File: src/rtl/pidl_pkg.sv
// Package for the PID controller with output lag: payload structs, sequencer
// states, register indexes and fixed widths. No dependencies.
`timescale 1ns / 1ps

package pidl_pkg;

  // Fixed widths of the datapath.
  localparam int SAMPLE_W  = 16;
  localparam int SUM_W     = 32;
  localparam int GAIN_W    = 16;
  localparam int ERR_W     = SAMPLE_W + 1;
  localparam int DIFF_W    = SAMPLE_W + 2;
  localparam int OPA_W     = SUM_W + 1;
  localparam int OPB_W     = GAIN_W + 1;
  localparam int PROD_W    = OPA_W + OPB_W;
  localparam int ACC_W     = PROD_W + 1;
  localparam int CTRL_FRAC = 12;
  localparam int LAG_FRAC  = 16;
  localparam int CFG_IDX_W = 3;

  // Register indexes on the configuration channel.
  localparam logic [CFG_IDX_W-1:0] CFG_TARGET_TEMP = 3'd0;
  localparam logic [CFG_IDX_W-1:0] CFG_PROP_GAIN   = 3'd1;
  localparam logic [CFG_IDX_W-1:0] CFG_INTEG_GAIN  = 3'd2;
  localparam logic [CFG_IDX_W-1:0] CFG_DERIV_GAIN  = 3'd3;
  localparam logic [CFG_IDX_W-1:0] CFG_LAG_ALPHA   = 3'd4;

  // Reset values of the gains.
  localparam logic [GAIN_W-1:0] PROP_GAIN_RST  = 16'd4915;
  localparam logic [GAIN_W-1:0] INTEG_GAIN_RST = 16'd164;
  localparam logic [GAIN_W-1:0] DERIV_GAIN_RST = 16'd2048;
  localparam logic [GAIN_W-1:0] LAG_ALPHA_RST  = 16'd3277;

  typedef struct packed {
    logic signed [SAMPLE_W-1:0] measured_temp;
  } sample_t;

  typedef struct packed {
    logic signed [SAMPLE_W-1:0] control_value;
    logic signed [SAMPLE_W-1:0] lagged_output;
  } result_t;

  typedef struct packed {
    logic [CFG_IDX_W-1:0] index;
    logic [GAIN_W-1:0]    value;
  } cfg_t;

  typedef enum logic [3:0] {
    S_IDLE,
    S_ERR,
    S_MUL_P,
    S_MUL_I,
    S_MUL_D,
    S_ACC,
    S_CTRL,
    S_MUL_L,
    S_LAG
  } state_e;

endpackage

File: src/rtl/pidl_stream_if.sv
// Valid/ready channel carrying one payload struct per transaction.
// The payload type comes from pidl_pkg at the point of instantiation.
`timescale 1ns / 1ps

interface pidl_stream_if #(
  parameter type data_t = logic
);
  logic  valid;
  logic  ready;
  data_t data;

  modport source (output valid, output data, input ready);
  modport sink   (input valid, input data, output ready);
endinterface

File: src/rtl/pid_with_output_lag_top.sv
// Discrete PID controller with a first-order lag on its output.
// Depends on pidl_pkg and pidl_stream_if.
`timescale 1ns / 1ps

// Each sample transaction on sample_i carries one signed Q8.8 temperature.
// The block forms the error against the setpoint, updates a saturating
// 32-bit error sum and the error difference, and computes the control value
// kp*e + ki*sum + kd*diff with Q4.12 gains, rounded half up to Q8.8 and
// saturated to 16 bits. A lag output then moves toward the control value by
// the Q0.16 fraction lag_alpha and saturates too. One result transaction on
// result_o carries both values. All four products go through one shared
// 33x17 multiplier whose product is registered; a sample passes through
// the steps error, three gain products, accumulate, control, lag product and
// lag; sample_i.ready is high only while the sequencer is idle. The result
// sits in an output register, so a new sample can be accepted while the
// previous result waits to be taken; only a second finished result waits
// in the last step for that register to free up. Configuration writes on
// cfg_i are always accepted and must arrive only while the block is idle;
// writes to indexes beyond the lag fraction are ignored.
module pid_with_output_lag_top (
  input  logic           clk_i,
  input  logic           rst_ni,
  pidl_stream_if.sink    sample_i,
  pidl_stream_if.source  result_o,
  pidl_stream_if.sink    cfg_i
);
  import pidl_pkg::*;

  localparam int SAT_MAX = 2 ** (SAMPLE_W - 1) - 1;
  localparam int SAT_MIN = -(2 ** (SAMPLE_W - 1));

  // Configuration registers.
  logic signed [SAMPLE_W-1:0] target_q;
  logic        [GAIN_W-1:0]   prop_gain_q;
  logic        [GAIN_W-1:0]   integ_gain_q;
  logic        [GAIN_W-1:0]   deriv_gain_q;
  logic        [GAIN_W-1:0]   lag_alpha_q;

  // Controller state.
  logic signed [SUM_W-1:0]    sum_q;
  logic signed [ERR_W-1:0]    last_err_q;
  logic signed [SAMPLE_W-1:0] lag_q;

  // Working registers of one sample.
  state_e                     state_q, state_d;
  logic signed [SAMPLE_W-1:0] meas_q;
  logic signed [ERR_W-1:0]    err_q;
  logic signed [DIFF_W-1:0]   diff_q;
  logic signed [SAMPLE_W-1:0] ctrl_q;
  logic signed [PROD_W-1:0]   prod_q;
  logic signed [ACC_W-1:0]    acc_q;

  // Output register.
  logic    out_valid_q;
  result_t out_data_q;

  // Combinational datapath.
  logic signed [ERR_W-1:0]    err_c;
  logic signed [DIFF_W-1:0]   diff_c;
  logic signed [SUM_W:0]      sum_wide_c;
  logic signed [SUM_W-1:0]    sum_sat_c;
  logic signed [ERR_W-1:0]    lag_gap_c;
  logic signed [OPA_W-1:0]    op_a_c;
  logic        [GAIN_W-1:0]   gain_c;
  logic signed [OPB_W-1:0]    op_b_c;
  logic signed [PROD_W-1:0]   prod_c;
  logic signed [ACC_W-1:0]    acc_rnd_c;
  logic signed [ACC_W-1:0]    acc_shift_c;
  logic signed [SAMPLE_W-1:0] ctrl_sat_c;
  logic signed [PROD_W-1:0]   lag_rnd_c;
  logic signed [PROD_W-1:0]   lag_sum_c;
  logic signed [SAMPLE_W-1:0] lag_sat_c;

  logic sample_accept;
  logic load_out;

  assign sample_accept = sample_i.valid && sample_i.ready;
  assign cfg_i.ready   = 1'b1;

  // Error, difference and saturating error sum, all from the captured sample.
  always_comb begin
    err_c      = ERR_W'(target_q) - ERR_W'(meas_q);
    diff_c     = DIFF_W'(err_c) - DIFF_W'(last_err_q);
    sum_wide_c = (SUM_W + 1)'(sum_q) + (SUM_W + 1)'(err_c);
    if (sum_wide_c[SUM_W] != sum_wide_c[SUM_W-1]) begin
      sum_sat_c = sum_wide_c[SUM_W] ? {1'b1, {(SUM_W - 1){1'b0}}}
                                    : {1'b0, {(SUM_W - 1){1'b1}}};
    end else begin
      sum_sat_c = sum_wide_c[SUM_W-1:0];
    end
  end

  // The shared multiplier: operand selection follows the sequencer step.
  always_comb begin
    lag_gap_c = ERR_W'(ctrl_q) - ERR_W'(lag_q);
    case (state_q)
      S_MUL_P: begin
        op_a_c = OPA_W'(err_q);
        gain_c = prop_gain_q;
      end
      S_MUL_I: begin
        op_a_c = OPA_W'(sum_q);
        gain_c = integ_gain_q;
      end
      S_MUL_D: begin
        op_a_c = OPA_W'(diff_q);
        gain_c = deriv_gain_q;
      end
      default: begin
        op_a_c = OPA_W'(lag_gap_c);
        gain_c = lag_alpha_q;
      end
    endcase
    op_b_c = $signed({1'b0, gain_c});
    prod_c = op_a_c * op_b_c;
  end

  // Round half up to Q8.8 and saturate, for the control value and the lag.
  always_comb begin
    acc_rnd_c   = acc_q + ACC_W'(2 ** (CTRL_FRAC - 1));
    acc_shift_c = acc_rnd_c >>> CTRL_FRAC;
    if (acc_shift_c > ACC_W'(SAT_MAX)) begin
      ctrl_sat_c = SAMPLE_W'(SAT_MAX);
    end else if (acc_shift_c < ACC_W'(SAT_MIN)) begin
      ctrl_sat_c = SAMPLE_W'(SAT_MIN);
    end else begin
      ctrl_sat_c = acc_shift_c[SAMPLE_W-1:0];
    end

    lag_rnd_c = prod_q + PROD_W'(2 ** (LAG_FRAC - 1));
    lag_sum_c = PROD_W'(lag_q) + (lag_rnd_c >>> LAG_FRAC);
    if (lag_sum_c > PROD_W'(SAT_MAX)) begin
      lag_sat_c = SAMPLE_W'(SAT_MAX);
    end else if (lag_sum_c < PROD_W'(SAT_MIN)) begin
      lag_sat_c = SAMPLE_W'(SAT_MIN);
    end else begin
      lag_sat_c = lag_sum_c[SAMPLE_W-1:0];
    end
  end

  // Sequencer: next state and handshake outputs.
  always_comb begin
    state_d         = state_q;
    sample_i.ready  = 1'b0;
    load_out        = 1'b0;
    case (state_q)
      S_IDLE: begin
        sample_i.ready = 1'b1;
        if (sample_i.valid) state_d = S_ERR;
      end
      S_ERR:   state_d = S_MUL_P;
      S_MUL_P: state_d = S_MUL_I;
      S_MUL_I: state_d = S_MUL_D;
      S_MUL_D: state_d = S_ACC;
      S_ACC:   state_d = S_CTRL;
      S_CTRL:  state_d = S_MUL_L;
      S_MUL_L: state_d = S_LAG;
      S_LAG: begin
        // Hold here until the output register can take the result.
        if (!out_valid_q || result_o.ready) begin
          load_out = 1'b1;
          state_d  = S_IDLE;
        end
      end
      default: state_d = S_IDLE;
    endcase
  end

  always_ff @(posedge clk_i or negedge rst_ni) begin
    if (!rst_ni) begin
      state_q <= S_IDLE;
    end else begin
      state_q <= state_d;
    end
  end

  // Configuration registers.
  always_ff @(posedge clk_i or negedge rst_ni) begin
    if (!rst_ni) begin
      target_q     <= '0;
      prop_gain_q  <= PROP_GAIN_RST;
      integ_gain_q <= INTEG_GAIN_RST;
      deriv_gain_q <= DERIV_GAIN_RST;
      lag_alpha_q  <= LAG_ALPHA_RST;
    end else if (cfg_i.valid) begin
      case (cfg_i.data.index)
        CFG_TARGET_TEMP: target_q     <= $signed(cfg_i.data.value[SAMPLE_W-1:0]);
        CFG_PROP_GAIN:   prop_gain_q  <= cfg_i.data.value;
        CFG_INTEG_GAIN:  integ_gain_q <= cfg_i.data.value;
        CFG_DERIV_GAIN:  deriv_gain_q <= cfg_i.data.value;
        CFG_LAG_ALPHA:   lag_alpha_q  <= cfg_i.data.value;
        default: ;
      endcase
    end
  end

  // Controller state: error sum and last error update in the error step,
  // the lag state when the result is handed to the output register.
  always_ff @(posedge clk_i or negedge rst_ni) begin
    if (!rst_ni) begin
      sum_q      <= '0;
      last_err_q <= '0;
      lag_q      <= '0;
    end else begin
      if (state_q == S_ERR) begin
        sum_q      <= sum_sat_c;
        last_err_q <= err_c;
      end
      if (load_out) lag_q <= lag_sat_c;
    end
  end

  // Working registers; the product of each gain step is accumulated in the next.
  always_ff @(posedge clk_i) begin
    if (sample_accept) meas_q <= sample_i.data.measured_temp;
    case (state_q)
      S_ERR: begin
        err_q  <= err_c;
        diff_q <= diff_c;
      end
      S_MUL_P: prod_q <= prod_c;
      S_MUL_I: begin
        prod_q <= prod_c;
        acc_q  <= ACC_W'(prod_q);
      end
      S_MUL_D: begin
        prod_q <= prod_c;
        acc_q  <= acc_q + ACC_W'(prod_q);
      end
      S_ACC:   acc_q  <= acc_q + ACC_W'(prod_q);
      S_CTRL:  ctrl_q <= ctrl_sat_c;
      S_MUL_L: prod_q <= prod_c;
      default: ;
    endcase
  end

  // Output register.
  always_ff @(posedge clk_i or negedge rst_ni) begin
    if (!rst_ni) begin
      out_valid_q <= 1'b0;
    end else if (load_out) begin
      out_valid_q <= 1'b1;
    end else if (result_o.ready) begin
      out_valid_q <= 1'b0;
    end
  end

  always_ff @(posedge clk_i) begin
    if (load_out) begin
      out_data_q.control_value <= ctrl_q;
      out_data_q.lagged_output <= lag_sat_c;
    end
  end

  assign result_o.valid = out_valid_q;
  assign result_o.data  = out_data_q;

endmodule

File: src/flat_wrapper.sv
// flat-port wrapper written by rule: the top's interface ports become plain ports
module pid_with_output_lag_top_flat import pidl_pkg::*;
  (clk_i, rst_ni, sample_i_valid, sample_i_data, sample_i_ready, result_o_valid, result_o_data, result_o_ready, cfg_i_valid, cfg_i_data, cfg_i_ready);
  pidl_stream_if #(.data_t(sample_t)) sample_i_i ();
  pidl_stream_if #(.data_t(result_t)) result_o_i ();
  pidl_stream_if #(.data_t(cfg_t)) cfg_i_i ();
  input  logic clk_i;
  input  logic rst_ni;
  input wire logic [$bits(sample_i_i.valid)-1:0] sample_i_valid;
  input wire logic [$bits(sample_i_i.data)-1:0] sample_i_data;
  output wire logic [$bits(sample_i_i.ready)-1:0] sample_i_ready;
  output wire logic [$bits(result_o_i.valid)-1:0] result_o_valid;
  output wire logic [$bits(result_o_i.data)-1:0] result_o_data;
  input wire logic [$bits(result_o_i.ready)-1:0] result_o_ready;
  input wire logic [$bits(cfg_i_i.valid)-1:0] cfg_i_valid;
  input wire logic [$bits(cfg_i_i.data)-1:0] cfg_i_data;
  output wire logic [$bits(cfg_i_i.ready)-1:0] cfg_i_ready;
  assign sample_i_i.valid = sample_i_valid;
  assign sample_i_i.data = sample_i_data;
  assign sample_i_ready = sample_i_i.ready;
  assign result_o_valid = result_o_i.valid;
  assign result_o_data = result_o_i.data;
  assign result_o_i.ready = result_o_ready;
  assign cfg_i_i.valid = cfg_i_valid;
  assign cfg_i_i.data = cfg_i_data;
  assign cfg_i_ready = cfg_i_i.ready;
  pid_with_output_lag_top u_core (.clk_i(clk_i), .rst_ni(rst_ni), .sample_i(sample_i_i), .result_o(result_o_i), .cfg_i(cfg_i_i));
endmodule
File: config.mk
export PLATFORM = sky130hd
export DESIGN_NAME = pid_with_output_lag_top_flat
export DESIGN_NICKNAME = d
export VERILOG_FILES = /design/src/rtl/pidl_pkg.sv /design/src/rtl/pidl_stream_if.sv /design/src/rtl/pid_with_output_lag_top.sv /design/src/flat_wrapper.sv
export SDC_FILE = /design/constraint.sdc
export NUM_CORES = 2
export LEC_CHECK = 0
export BUFFER_PORTS_ARGS = -buffer_cell sky130_fd_sc_hd__buf_2
export CAP_MARGIN = 5
export CORE_MARGIN = 2
export CORE_UTILIZATION = 45
export CTS_BUF_LIST = sky130_fd_sc_hd__clkbuf_4 sky130_fd_sc_hd__clkbuf_8
export DETAILED_ROUTE_END_ITERATION = 16
export SETUP_SLACK_MARGIN = 0.1
export SYNTH_ARGS = -nofsm -noshare
export SYNTH_HDL_FRONTEND = slang
export SYNTH_SLANG_ARGS = --single-unit
export TNS_END_PERCENT = 1
File: constraint.sdc
create_clock -name clk_i -period 21.7 [get_ports clk_i]
set_clock_uncertainty 0.2 [all_clocks]
set_input_delay 1.085 -clock clk_i [delete_from_list [all_inputs] [get_ports clk_i]]
set_output_delay 1.085 -clock clk_i [all_outputs]
set_load 0.02 [all_outputs]
==> summary.md <==
| Metric | Value |
|---|---|
| Reg-to-reg endpoint | `u_core.prod_q[48]$_DFFE_PP_` |
| Syn_nets | `5353` |
| Ys async rst share | `42.9%` |
| RSZ-0062 raised after global routing | `false` |
| Final Max Slew Viols | `0` |
| CTS tree | `done` |
| Top FF cell, synth | `edfxtp_1` |
| Layout cell share with drive strength beyond 1 | `8.97%` |
| Initial core utilization | `45.3%` |
| Via count | `31.7k` |
| Clock Latency Late Sink | `0.69 ns` |
| Detailed Routing Iterations Pass 1 | `6` |
| CTS root buf | `clkbuf_8` |
| Post-synthesis instance area | `0.0414 mm2` |
| Post-synth EDFFs | `200` |
| Crit path max fanout | `11` |
| # H-tree levels | `3` |
| Cells after Synth | `4529` |
| Post_cts resized | `0` |
| Largest net degree at the start of global routing | `89` |
| Hpwl dp | `85400 um` |
| Register-to-Register Path Depth | `36` |
| I/O pin total | `75` |
| Num rows | `111` |
| Period minus WS final | `11.16 ns` |
| Final setup viols | `0` |
| Crit path capture | `u_core.prod_q[48]$_DFFE_PP_` |
| Netlist cell types | `87` |
| Wire per inst | `18.9 um` |
| Vias in the first global route | `32.4k` |
| Worst path required time | `21.88 ns` |
| Max-cap viol count | `0` |
| Worst-path clk slew | `0.06 ns` |
| Gpl congestion | `0.895` |
| Final Non-Filler Cells | `5793` |
| CP dominant cell by count | `fa_1` |
| Synth-to-layout area growth | `7.48%` |
| Seq/Total Area, Yosys | `23.7%` |
| Initial antenna violation count | `2` |
| Setup bufs post-CTS | `0` |
| Setup crit end kind | `flip-flop` |
| Setup TNS | `0 ns` |
| CP arrival | `11.34 ns` |
| WS Path Type | `flip-flop to flip-flop` |
| R2R Path Start | `u_core.ctrl_q[0]$_SDFFCE_PN1P_` |
| Total routed wirelength | `110000 um` |
| Worst hold path class | `flip-flop to flip-flop` |
| Startpoint types | `flip-flop` |
| Hold buffer count at CTS | `0` |
| Post-DR vias/cell | `5.47` |
| Peak per-stage delay on the critical path | `0.90 ns` |
| Die Area | `0.0943 mm2` |
| Antenna-violating nets left | `0` |
| Synth Register Bits | `350` |
| R2R setup slack | `10.54 ns` |
| Ys Warns | `0` |
| Worst slew pin tran | `1.13 ns` |
| Grt ovf | `0` |
| Worst rel slew slack | `24.6%` |
| Nets | `5379` |
| Yosys top cell by area | `fa_1` |
| First-pass GRT wire length | `177000 um` |
| Initial DRC count | `2430` |
| Status | `finished clean` |
| TritonCTS Buffers | `66` |
| Most frequent cells in the layout | `inv_1, nand2_1, fa_1` |
| Commonest non-fill, non-tap cell in the layout | `inv_1` |
| CTS Sinks | `350` |
| Die Width | `307 um` |
| Total GRT Usage | `23.8%` |
| F_max | `0.0896 GHz` |
| Final worst path period share | `51.4%` |
| Count of buffers from port buffering | `73` |
| Crit-path slowest cell | `nor2_1` |
| Top cell type's share of synthesized area | `24.2%` |
| Beginning of the critical path | `u_core.ctrl_q[0]$_SDFFCE_PN1P_` |
| Mean post-synth cell area | `9.13 um2` |
| CTS Buffer Depth | `3` |
| # placed instances | `5673` |
| Chip height | `307 um` |
| CORE AREA | `0.0914 mm2` |
| Final Hold Fails | `0` |
| Top post-synthesis cells by area | `fa_1, edfxtp_1, ha_1` |
| DRC Markers | `0` |
| Layout fillers | `8747` |
cell usage after synthesis, types with 7 or more instances:
| cell type | number |
|---|---|
| o31ai_1 | 17 |
| o21ai_1 | 56 |
| xnor2_1 | 145 |
| o21ai_0 | 171 |
| xor2_1 | 88 |
| a21o_1 | 114 |
| dfrtp_1 | 132 |
| fa_1 | 499 |
| a211o_1 | 14 |
| o21bai_1 | 29 |
| or2_2 | 24 |
| o22ai_1 | 12 |
| a31oi_1 | 42 |
| nand2_1 | 545 |
| dfstp_2 | 18 |
| clkbuf_1 | 163 |
| a211oi_1 | 25 |
| inv_1 | 704 |
| a221o_1 | 33 |
| nand2b_1 | 43 |
| a22oi_1 | 16 |
| nor3b_1 | 8 |
| and4_1 | 9 |
| and3_1 | 43 |
| nor3_1 | 42 |
| nor2_1 | 359 |
| o2111ai_1 | 8 |
| maj3_1 | 19 |
| nand3_1 | 73 |
| ha_1 | 285 |
| nor2b_1 | 36 |
| edfxtp_1 | 200 |
| o21a_1 | 25 |
| or3_1 | 16 |
| nand4_1 | 39 |
| mux2_2 | 83 |
| and2_1 | 44 |
| a221oi_1 | 12 |
| nor4_1 | 16 |
| a21oi_1 | 202 |
| a21boi_0 | 7 |
| o211ai_1 | 14 |
cell type report:
| cell class | instances | area [um2] | share of cell area, % |
|---|---|---|---|
| Tap cell | 1186 | 1480 | 3.34 |
| Multi-Input combinational cell | 3301 | 28400 | 63.8 |
| Sequential cell | 350 | 9780 | 22.0 |
| Inverter | 704 | 2640 | 5.95 |
| Clock inverter | 22 | 191 | 0.431 |
| Antenna cell | 3 | 7.51 | 0.0169 |
| Clock buffer | 95 | 1160 | 2.62 |
| Timing Repair Buffer | 132 | 815 | 1.83 |
flip-flops by register name, indices dropped and copies added (netlist names), 17 cells and up:
register and flops:
u_core.acc_q 51, u_core.result_o.data 32, u_core.sum_q 32, u_core.diff_q 18, u_core.last_err_q 17, u_core.prod_q 50, u_core.err_q 17
worst min-delay path by stage:
stage / start / endpoint / slack [ns] / cells after the start
after floorplan: u_core.ctrl_q[0]$_SDFFCE_PN1P_ / u_core.result_o.data[16]$_DFFE_PP_ / 0.23 / 0
after global placement: u_core.ctrl_q[0]$_SDFFCE_PN1P_ / u_core.result_o.data[16]$_DFFE_PP_ / 0.23 / 0
after detailed placement: u_core.ctrl_q[2]$_SDFFCE_PN1P_ / u_core.result_o.data[18]$_DFFE_PP_ / 0.26 / 0
after CTS: u_core.ctrl_q[2]$_SDFFCE_PN1P_ / u_core.result_o.data[18]$_DFFE_PP_ / 0.28 / 0
after global routing: u_core.ctrl_q[2]$_SDFFCE_PN1P_ / u_core.result_o.data[18]$_DFFE_PP_ / 0.29 / 0
final: u_core.ctrl_q[0]$_SDFFCE_PN1P_ / u_core.result_o.data[16]$_DFFE_PP_ / 0.27 / 0
worst max-delay path: cells and delay by family (launching register included):
family / cells / cell delay (ns)
AOI/OAI and AO/OA: 18 / 4.54
adders and majority gates: 9 / 3.93
and+or+nand+nor: 2 / 1.08
DFF: 1 / 0.39
buffers and inverters: 5 / 0.29
muxes: 1 / 0.24
xor gates and xnor gates: 1 / 0.17
metal layers:
metal / track usage (%) / routed length (um) / vias to the layer above
met2: 38.0 / 49000 / 945
met1: 32.0 / 48400 / 15500
met5: 0 / 0 / -
met4: 7.75 / 3640 / 0
li1: - / - / 15100
met3: 5.39 / 8540 / 208
through the flow:
stage / hold WS (ns) / util [%] / worst slack, ns / cell area (um2)
2_1_floorplan: 0.226 / - / 12.30 / 41400
3_3_place_gp: 0.235 / 47.1 / 10.98 / 43100
3_5_place_dp: 0.263 / 47.1 / 10.76 / 43100
4_1_cts: 0.277 / 48.6 / 10.70 / 44400
5_1_grt: 0.294 / 48.6 / 10.0 / 44400
6_report: 0.270 / 48.6 / 10.54 / 44400
cell families (layout without fill, tap and decap cells):
logic type | Yosys count | after routing | synth area share, %
AND/OR/NAND/NOR | 1319 | 1319 | 14.3
XOR/XNOR | 233 | 233 | 4.93
multiplexers | 87 | 87 | 2.36
flip-flops | 350 | 350 | 23.7
adder cells (fa/ha/maj) | 803 | 803 | 33.2
buffers and inverters | 878 | 953 | 8.04
other | 1 | 4 | 0.00907
AO/OA/AOI/OAI | 858 | 858 | 13.4
Power is not shown: default switching activity piles up to over one toggle a cycle in this logic, so the estimate is an artifact.
